### config.mk
export PLATFORM = sky130hd
export DESIGN_NAME = stereo_adpcm_stream_decoder_flat
export DESIGN_NICKNAME = d
export VERILOG_FILES = /design/src/rtl/core/sadpcm_pkg.sv /design/src/rtl/core/sadpcm_in_if.sv /design/src/rtl/core/sadpcm_out_if.sv /design/src/rtl/core/sadpcm_chan.sv /design/src/rtl/core/stereo_adpcm_stream_decoder.sv /design/src/flat_wrapper.sv
export VERILOG_INCLUDE_DIRS = /design/src /design/src/rtl/core
export SDC_FILE = /design/constraint.sdc
export NUM_CORES = 2
export LEC_CHECK = 0
export ABC_AREA = 1
export BUFFER_PORTS_ARGS = -buffer_cell sky130_fd_sc_hd__buf_4
export CAP_MARGIN = 15
export CORE_ASPECT_RATIO = 0.75
export CORE_MARGIN = 3
export CORE_UTILIZATION = 60
export DETAILED_ROUTE_END_ITERATION = 7
export HOLD_SLACK_MARGIN = 0.12
export PLACE_DENSITY_LB_ADDON = 0.25
export SLEW_MARGIN = 40
export SYNTH_ARGS = -nofsm -noshare
export SYNTH_HDL_FRONTEND = slang
export SYNTH_SLANG_ARGS = --single-unit
### constraint.sdc
create_clock -name clk_i -period 9.76 [get_ports clk_i]
set_clock_uncertainty 0.15 [all_clocks]
set_input_delay 0.976 -clock clk_i [delete_from_list [all_inputs] [get_ports clk_i]]
set_output_delay 0.976 -clock clk_i [all_outputs]
set_load 0.01 [all_outputs]
### src/rtl/core/assert_macros.svh
// ----------------------------------------------------------------------------
// Assertion macros
// Short forms for the concurrent checks used in the RTL.
// ----------------------------------------------------------------------------
`ifndef ASSERT_MACROS_SVH
`define ASSERT_MACROS_SVH

// Same-cycle implication, disabled while reset is asserted.
`define ASSERT_IMP(label, clk, rst_n, ante, cons, msg) \
  label: assert property (@(posedge clk) disable iff (!(rst_n)) (ante) |-> (cons)) \
    else $error(msg);

// Next-cycle implication, disabled while reset is asserted.
`define ASSERT_NXT(label, clk, rst_n, ante, cons, msg) \
  label: assert property (@(posedge clk) disable iff (!(rst_n)) (ante) |=> (cons)) \
    else $error(msg);

`endif

### src/rtl/core/sadpcm_pkg.sv
// ----------------------------------------------------------------------------
// sadpcm_pkg
// Types and constants of the stereo ADPCM stream decoder.
// ----------------------------------------------------------------------------
package sadpcm_pkg;

  // Block layout
  localparam int BLOCK_BYTES     = 32;
  localparam int PAIRS_PER_BLOCK = 28;
  localparam int POS_W           = $clog2(BLOCK_BYTES);
  localparam int START_I         = ((BLOCK_BYTES - PAIRS_PER_BLOCK) < 2) ? 2 :
                                   (BLOCK_BYTES - PAIRS_PER_BLOCK);

  localparam logic [POS_W-1:0] POS_LEFT_HDR  = POS_W'(0);
  localparam logic [POS_W-1:0] POS_RIGHT_HDR = POS_W'(1);
  localparam logic [POS_W-1:0] POS_START     = POS_W'(START_I);
  localparam logic [POS_W-1:0] POS_LAST      = POS_W'(BLOCK_BYTES - 1);

  // Field widths
  localparam int BYTE_W   = 8;
  localparam int CODE_W   = 4;
  localparam int HIST_W   = 23;
  localparam int PRED_W   = 22;
  localparam int SAMPLE_W = 16;
  localparam int MAC_W    = 32;
  localparam int FRAC_W   = 6;
  localparam int SCALE_W  = 12;

  // Commands
  localparam logic CMD_BYTE  = 1'b0;
  localparam logic CMD_CLEAR = 1'b1;

  // Predictor selects (all other codes predict zero)
  localparam logic [3:0] PRED_FIX1 = 4'd1;
  localparam logic [3:0] PRED_FIX2 = 4'd2;
  localparam logic [3:0] PRED_FIX3 = 4'd3;

  // Predictor coefficients
  localparam logic signed [MAC_W-1:0] COEF1_A = 32'sh3c;
  localparam logic signed [MAC_W-1:0] COEF2_A = 32'sh73;
  localparam logic signed [MAC_W-1:0] COEF2_B = 32'sh34;
  localparam logic signed [MAC_W-1:0] COEF3_A = 32'sh62;
  localparam logic signed [MAC_W-1:0] COEF3_B = 32'sh37;
  localparam logic signed [MAC_W-1:0] PRED_ROUND = 32'sh20;

  typedef logic signed [HIST_W-1:0]   hist_t;
  typedef logic signed [SAMPLE_W-1:0] sample_t;

  typedef struct packed {
    logic [3:0] pred;
    logic [3:0] shift;
  } head_t;

endpackage

### src/rtl/core/sadpcm_in_if.sv
// ----------------------------------------------------------------------------
// sadpcm_in_if
// Input channel: one command or block byte per item.
// ----------------------------------------------------------------------------
interface sadpcm_in_if;
  import sadpcm_pkg::*;

  logic              valid;
  logic              ready;
  logic              cmd;
  logic [BYTE_W-1:0] data_byte;

  modport source (output valid, output cmd, output data_byte, input ready);
  modport sink   (input valid, input cmd, input data_byte, output ready);
endinterface

### src/rtl/core/sadpcm_out_if.sv
// ----------------------------------------------------------------------------
// sadpcm_out_if
// Output channel: one decoded stereo pair per item.
// ----------------------------------------------------------------------------
interface sadpcm_out_if;
  import sadpcm_pkg::*;

  logic    valid;
  logic    ready;
  sample_t left_sample;
  sample_t right_sample;
  logic    last_in_block;

  modport source (output valid, output left_sample, output right_sample,
                  output last_in_block, input ready);
  modport sink   (input valid, input left_sample, input right_sample,
                  input last_in_block, output ready);
endinterface

### src/rtl/core/sadpcm_chan.sv
// ----------------------------------------------------------------------------
// sadpcm_chan
// One channel of the decoder: prediction, nibble scaling, new history and
// saturated output sample. Purely combinational.
// ----------------------------------------------------------------------------
module sadpcm_chan (
  input  logic [sadpcm_pkg::CODE_W-1:0] code_i,
  input  sadpcm_pkg::head_t             head_i,
  input  sadpcm_pkg::hist_t             prev1_i,
  input  sadpcm_pkg::hist_t             prev2_i,
  output sadpcm_pkg::hist_t             hist_o,
  output sadpcm_pkg::sample_t           sample_o
);
  import sadpcm_pkg::*;

  localparam int RND_W = MAC_W - FRAC_W;
  localparam int SMP_W = HIST_W - FRAC_W;

  logic signed [MAC_W-1:0]            coef_a, coef_b;
  logic signed [MAC_W-1:0]            p1_x, p2_x, mac, mac_rnd;
  logic signed [RND_W-1:0]            rnd;
  logic signed [PRED_W-1:0]           pred;
  logic signed [CODE_W+SCALE_W-1:0]   scaled, shifted;
  logic signed [PRED_W-1:0]           delta;
  logic signed [SMP_W-1:0]            smp_wide;

  always_comb begin
    unique case (head_i.pred)
      PRED_FIX1: begin
        coef_a = COEF1_A;
        coef_b = '0;
      end
      PRED_FIX2: begin
        coef_a = COEF2_A;
        coef_b = COEF2_B;
      end
      PRED_FIX3: begin
        coef_a = COEF3_A;
        coef_b = COEF3_B;
      end
      default: begin
        coef_a = '0;
        coef_b = '0;
      end
    endcase
  end

  assign p1_x    = {{(MAC_W-HIST_W){prev1_i[HIST_W-1]}}, prev1_i};
  assign p2_x    = {{(MAC_W-HIST_W){prev2_i[HIST_W-1]}}, prev2_i};
  assign mac     = (p1_x * coef_a) - (p2_x * coef_b);
  assign mac_rnd = mac + PRED_ROUND;
  assign rnd     = mac_rnd[MAC_W-1:FRAC_W];

  // Clamp to the 22-bit prediction range
  always_comb begin
    if (rnd[RND_W-1:PRED_W-1] == '0 || rnd[RND_W-1:PRED_W-1] == '1) begin
      pred = rnd[PRED_W-1:0];
    end else if (rnd[RND_W-1]) begin
      pred = {1'b1, {(PRED_W-1){1'b0}}};
    end else begin
      pred = {1'b0, {(PRED_W-1){1'b1}}};
    end
  end

  // Nibble times 4096, arithmetic shift, times 64
  assign scaled  = {code_i, {SCALE_W{1'b0}}};
  assign shifted = scaled >>> head_i.shift;
  assign delta   = {shifted, {FRAC_W{1'b0}}};

  assign hist_o = {delta[PRED_W-1], delta} + {pred[PRED_W-1], pred};

  assign smp_wide = hist_o[HIST_W-1:FRAC_W];

  always_comb begin
    if (smp_wide[SMP_W-1:SAMPLE_W-1] == '0 || smp_wide[SMP_W-1:SAMPLE_W-1] == '1) begin
      sample_o = smp_wide[SAMPLE_W-1:0];
    end else if (smp_wide[SMP_W-1]) begin
      sample_o = {1'b1, {(SAMPLE_W-1){1'b0}}};
    end else begin
      sample_o = {1'b0, {(SAMPLE_W-1){1'b1}}};
    end
  end

endmodule

### src/rtl/core/stereo_adpcm_stream_decoder.sv
// ----------------------------------------------------------------------------
// stereo_adpcm_stream_decoder
// Stereo ADPCM block decoder, one block byte per item.
// ----------------------------------------------------------------------------
// Takes one item per clock cycle unless a pair item must wait for a stalled
// result register. An item is registered on entry and its stereo pair is
// loaded from the entry register into the result register. The rate is set
// by the history feedback: both predictor multiplies, the rounding clamp,
// the history add and the output saturation of each channel sit in the
// combinational logic between the entry register and the history and result
// registers. Header, skipped and clear items produce no result; a stalled
// result register holds only items that would produce a pair.
// ----------------------------------------------------------------------------
`include "assert_macros.svh"

module stereo_adpcm_stream_decoder (
  input  logic          clk_i,
  input  logic          rst_ni,
  sadpcm_in_if.sink     in_i,
  sadpcm_out_if.source  out_o
);
  import sadpcm_pkg::*;

  // Entry register
  logic              s1_valid_q;
  logic              s1_cmd_q;
  logic [BYTE_W-1:0] s1_byte_q;

  // Decoder state
  hist_t            lp1_q, lp2_q, rp1_q, rp2_q;
  head_t            lhead_q, rhead_q;
  logic [POS_W-1:0] pos_q, pos_d;

  // Result register
  logic    out_valid_q;
  sample_t out_left_q, out_right_q;
  logic    out_last_q;

  logic    s1_pair, s1_go, out_load;
  hist_t   lhist, rhist;
  sample_t lsample, rsample;

  assign s1_pair  = (s1_cmd_q == CMD_BYTE) && (pos_q >= POS_START);
  assign s1_go    = s1_valid_q && (!s1_pair || !out_valid_q || out_o.ready);
  assign out_load = s1_go && s1_pair;

  assign in_i.ready = !s1_valid_q || s1_go;

  sadpcm_chan u_left (
    .code_i   (s1_byte_q[CODE_W-1:0]),
    .head_i   (lhead_q),
    .prev1_i  (lp1_q),
    .prev2_i  (lp2_q),
    .hist_o   (lhist),
    .sample_o (lsample)
  );

  sadpcm_chan u_right (
    .code_i   (s1_byte_q[BYTE_W-1:CODE_W]),
    .head_i   (rhead_q),
    .prev1_i  (rp1_q),
    .prev2_i  (rp2_q),
    .hist_o   (rhist),
    .sample_o (rsample)
  );

  always_comb begin
    if (s1_cmd_q == CMD_CLEAR || pos_q >= POS_LAST) begin
      pos_d = '0;
    end else begin
      pos_d = pos_q + POS_W'(1);
    end
  end

  always_ff @(posedge clk_i or negedge rst_ni) begin
    if (!rst_ni) begin
      s1_valid_q <= 1'b0;
    end else if (in_i.ready) begin
      s1_valid_q <= in_i.valid;
    end
  end

  always_ff @(posedge clk_i) begin
    if (in_i.valid && in_i.ready) begin
      s1_cmd_q  <= in_i.cmd;
      s1_byte_q <= in_i.data_byte;
    end
  end

  always_ff @(posedge clk_i or negedge rst_ni) begin
    if (!rst_ni) begin
      lp1_q   <= '0;
      lp2_q   <= '0;
      rp1_q   <= '0;
      rp2_q   <= '0;
      lhead_q <= '0;
      rhead_q <= '0;
      pos_q   <= '0;
    end else if (s1_go) begin
      pos_q <= pos_d;
      if (s1_cmd_q == CMD_CLEAR) begin
        lp1_q <= '0;
        lp2_q <= '0;
        rp1_q <= '0;
        rp2_q <= '0;
      end else if (pos_q == POS_LEFT_HDR) begin
        lhead_q <= s1_byte_q;
      end else if (pos_q == POS_RIGHT_HDR) begin
        rhead_q <= s1_byte_q;
      end else if (s1_pair) begin
        lp2_q <= lp1_q;
        lp1_q <= lhist;
        rp2_q <= rp1_q;
        rp1_q <= rhist;
      end
    end
  end

  always_ff @(posedge clk_i or negedge rst_ni) begin
    if (!rst_ni) begin
      out_valid_q <= 1'b0;
    end else if (out_load) begin
      out_valid_q <= 1'b1;
    end else if (out_o.ready) begin
      out_valid_q <= 1'b0;
    end
  end

  always_ff @(posedge clk_i) begin
    if (out_load) begin
      out_left_q  <= lsample;
      out_right_q <= rsample;
      out_last_q  <= (pos_q == POS_LAST);
    end
  end

  assign out_o.valid         = out_valid_q;
  assign out_o.left_sample   = out_left_q;
  assign out_o.right_sample  = out_right_q;
  assign out_o.last_in_block = out_last_q;

  // Checks
  `ASSERT_IMP(a_pos_range, clk_i, rst_ni, 1'b1, pos_q <= POS_LAST, "byte position out of range")
  `ASSERT_NXT(a_clear, clk_i, rst_ni, s1_go && (s1_cmd_q == CMD_CLEAR), (pos_q == '0) && (lp1_q == '0) && (lp2_q == '0) && (rp1_q == '0) && (rp2_q == '0), "clear did not zero state")
  `ASSERT_NXT(a_last_flag, clk_i, rst_ni, out_load, out_valid_q && (out_last_q == $past(pos_q == POS_LAST)), "last flag mismatch")
  `ASSERT_NXT(a_hdr_no_result, clk_i, rst_ni, s1_go && !s1_pair && out_valid_q && out_o.ready, !out_valid_q, "result from non-sample item")

endmodule
### src/flat_wrapper.sv
// flat-port wrapper written by rule: the top's interface ports become plain ports
module stereo_adpcm_stream_decoder_flat import sadpcm_pkg::*;
  (clk_i, rst_ni, in_i_valid, in_i_cmd, in_i_data_byte, in_i_ready, out_o_valid, out_o_left_sample, out_o_right_sample, out_o_last_in_block, out_o_ready);
  sadpcm_in_if in_i_i ();
  sadpcm_out_if out_o_i ();
  input  logic clk_i;
  input  logic rst_ni;
  input wire logic [$bits(in_i_i.valid)-1:0] in_i_valid;
  input wire logic [$bits(in_i_i.cmd)-1:0] in_i_cmd;
  input wire logic [$bits(in_i_i.data_byte)-1:0] in_i_data_byte;
  output wire logic [$bits(in_i_i.ready)-1:0] in_i_ready;
  output wire logic [$bits(out_o_i.valid)-1:0] out_o_valid;
  output wire logic [$bits(out_o_i.left_sample)-1:0] out_o_left_sample;
  output wire logic [$bits(out_o_i.right_sample)-1:0] out_o_right_sample;
  output wire logic [$bits(out_o_i.last_in_block)-1:0] out_o_last_in_block;
  input wire logic [$bits(out_o_i.ready)-1:0] out_o_ready;
  assign in_i_i.valid = in_i_valid;
  assign in_i_i.cmd = in_i_cmd;
  assign in_i_i.data_byte = in_i_data_byte;
  assign in_i_ready = in_i_i.ready;
  assign out_o_valid = out_o_i.valid;
  assign out_o_left_sample = out_o_i.left_sample;
  assign out_o_right_sample = out_o_i.right_sample;
  assign out_o_last_in_block = out_o_i.last_in_block;
  assign out_o_i.ready = out_o_ready;
  stereo_adpcm_stream_decoder u_core (.clk_i(clk_i), .rst_ni(rst_ni), .in_i(in_i_i), .out_o(out_o_i));
endmodule
==> summary.md <==
| Metric | Value |
|---|---|
| Status | finished, final reports clean |
| Slowest stage delay, CP | approximately 490 ps |
| Rows | just over 70 |
| Final Max Slew Viols | 0 |
| Critical path arrival | 9680 ps |
| Gr ovfl total | 0 |
| DR WL met2 | 37500 um |
| Die Ht | 203 um |
| Nets | 5268 |
| Worst r2r src | u_core.rhead_q[4]$_DFFE_PN0P_ |
| Async set or reset register ratio after synthesis | 0.732 |
| WL per Instance | 18.6 um |
| Metal3 WL | 13400 um |
| Gpl congestion | 0.989 |
| Net Count, Synth | 4786 |
| Syn_area_per_cell | approximately 7.9 um^2 |
| Max-cap violation count | 0 |
| Main flop type after synthesis | dfrtp_1 |
| Total CTS buffers | 17 |
| Ports | 48 |
| Yosys reg bits | 157 |
| Antenna violations before repair | 2 |
| Worst path buffer plus inverter count | 12 |
| CTS Buffer Depth | 2 |
| Count of cell types in the netlist | 61 |
| Inst Count DP | a little over 5000 |
| Final Util | 0.762 |
| Cell repeated most along the worst path | nand2_2 |
| Vias | about 29000 |
| Hold Path Class | flop to flop |
| Reg2Reg Depth | 52 |
| Layout cells sized above 1 | 0.244 |
| DP Wirelength | between 70000 and 80000 um |
| Vias in the first global route | 27265 |
| Drt initial violations | 2604 |
| Nature of the critical path startpoint | flop |
| Final std cells w/o fill | roughly 5000 |
| Yosys warnings | 0 |
| Top delay family on crit path | adder cells |
| Reg clk slew, reported paths | 70 ps |
| CP Class | flop to flop |
| P&R area growth vs syn | 24.2% |
| Antenna cells | 0 |
| Commonest cells after routing, fill and taps aside | 804 x inv_1, 570 x nand2_1, 492 x buf_4 |
| Syn Inst Count | 3955 |
| Worst reg-to-reg setup slack | 110 ps |
| Slowest CP cell | fa_1 |
| DRC errors left | 0 |
| Critical path capture point type | flop |
| Commonest non-fill, non-tap cell in the layout | inv_1 |
| Hold path cells | 2 |
| Fin crit period | slightly below 10000 ps |
| Final setup fails | 0 |
| Root Driver | clkbuf_16 |
| CORE AREA | 50700 um^2 |
| Max_slew headroom | 0.458 |
| TritonCTS clock tree | yes |
| Final instance area | 38700 um^2 |
| Pre-antenna DRT Iters | 8 |
| Post-Route WL | 95800 um |
| Cell area after synthesis | 31100 um^2 |
| Final hold violations | 0 |
| Period utilization | 0.988 |
| Die Width | ~270 um |
| Clock sink count | roughly 160 |
| H-tree depth | 4 |
| Area after DPL | 35300 um^2 |
| Largest net degree at the start of global routing | 68 |
| Clock Latency Late Sink | 450 ps |
| Number of flops mapped to enable cells by yosys | 42 |
| Least-Margin Pin Slew | 812 ps |
| Vias per cell | 5.57 |
| Global-route wire length before repair | around 140000 um |
| Worst EP required | 9800 ps |
| Reg-to-Reg End | u_core.out_o.right_sample[5]$_DFFE_PP_ |
| Register area share after synthesis | 0.133 |
| Hold endpoint | u_core.lp1_q[4]$_DFFE_PN0P_ |
| Post-route ant nets | 0 |
| Routed met1 length | 44000 um |
| Hold_sp | u_core.lp1_q[4]$_DFFE_PN0P_ |
| Worst Path Max Fanout | 8 |
| Top Metal Used | met5 |
| Die area | 54700 um^2 |
| Gr usage total | 0.341 |
| Initial Util | 0.614 |
| FMAX | 0.104 GHz |
| Port buffer count | 47 |
timing repair:
action | 4_1_cts | 5_1_grt
gates resized for setup | 54 | 518
hold buffers | 0 | 0
endpoints found under the setup margin | 32 | 53
cloned | 1 | 2
pin swaps | 8 | 148
setup buffers | 4 | 47
hold endpoints to repair | 0 | 0
worst max path at each step:
stage                                  start                                      end  slack (ps)  cells after the start
4_1_cts        u_core.rhead_q[7]$_DFFE_PN0P_   u_core.out_o.right_sample[7]$_DFFE_PP_           7                     52
5_1_grt        u_core.rhead_q[4]$_DFFE_PN0P_   u_core.out_o.right_sample[7]$_DFFE_PP_        -280                     52
3_5_place_dp   u_core.lhead_q[7]$_DFFE_PN0P_    u_core.out_o.left_sample[1]$_DFFE_PP_        -310                     51
3_3_place_gp   u_core.lhead_q[7]$_DFFE_PN0P_    u_core.out_o.left_sample[6]$_DFFE_PP_        -190                     49
2_1_floorplan  u_core.rhead_q[7]$_DFFE_PN0P_  u_core.out_o.right_sample[10]$_DFFE_PP_          50                     51
6_report       u_core.rhead_q[4]$_DFFE_PN0P_   u_core.out_o.right_sample[5]$_DFFE_PP_         110                     52
sequential cells by signal (all words and copies together) (netlist names):
name and count:
u_core.lp1_q 23, u_core.lp2_q 23, u_core.rp1_q 23, u_core.rp2_q 23
u_core.out_o.left_sample 16, u_core.out_o.right_sample 16, u_core.lhead_q 8, u_core.rhead_q 8
u_core.s1_byte_q 8, u_core.pos_q 5, u_core.out_o.last_in_block 1, u_core.out_o.valid 1
u_core.s1_cmd_q 1, u_core.s1_valid_q 1
tightest hold or removal path: stages (launching register included):
cell     delay [ps]
dfrtp_1         350
nand2_1          50
nand2_1          60
Yosys cell counts, types with 42 or more instances:
master	n	area (um^2)
a21oi_1	231	1160
dfrtp_1	115	2880
edfxtp_1	42	1260
fa_1	380	7610
ha_1	438	5480
inv_1	823	3090
nand2_1	612	2300
nand3_1	108	541
nor2_1	433	1630
o21ai_0	183	916
o22ai_1	73	457
xnor2_1	86	753
xor2_1	91	797
cells by family (layout without fill, tap and decap cells):
logic type / after synthesis / after routing / share of synthesized area
fa+ha+maj: 818 / 818 / 0.420
buf+inv: 898 / 1393 / 0.110
compound gates: 611 / 611 / 0.113
simple gates: 1292 / 1292 / 0.173
xor+xnor: 177 / 177 / 0.0498
mux: 2 / 2 / 0.000643
flops: 157 / 157 / 0.133
metrics by stage:
| stage | TNS, ps | worst slack (ps) | hold slack, ps |
|---|---|---|---|
| final | 0 | 112 | 340 |
| after global routing | -5220 | -277 | 365 |
| after CTS | 0 | 7.25 | 339 |
| after detailed placement | -6070 | -312 | 322 |
| after global placement | -2500 | -193 | 314 |
| after floorplan | 0 | 47.0 | 299 |
layer usage:
layer | vias to the layer above | track usage
met1 | 13851 | 0.529
met4 | 4 | 0.0383
met5 | - | 0
met2 | 1219 | 0.445
li1 | 13512 | -
met3 | 82 | 0.153
cell type report:
class | count | area [um^2]
clock buffers | 18 | 439
clock inverters | 14 | 168
fillers | 3740 | 12100
inverters | 835 | 3150
multi-input cells | 2900 | 25700
flip-flops and latches | 157 | 4140
well taps | 693 | 867
repair buffers | 525 | 4170
repair inverters | 1 | 7.51
Power is not shown: default switching activity piles up to over one toggle a cycle in this logic, so the estimate is an artifact.
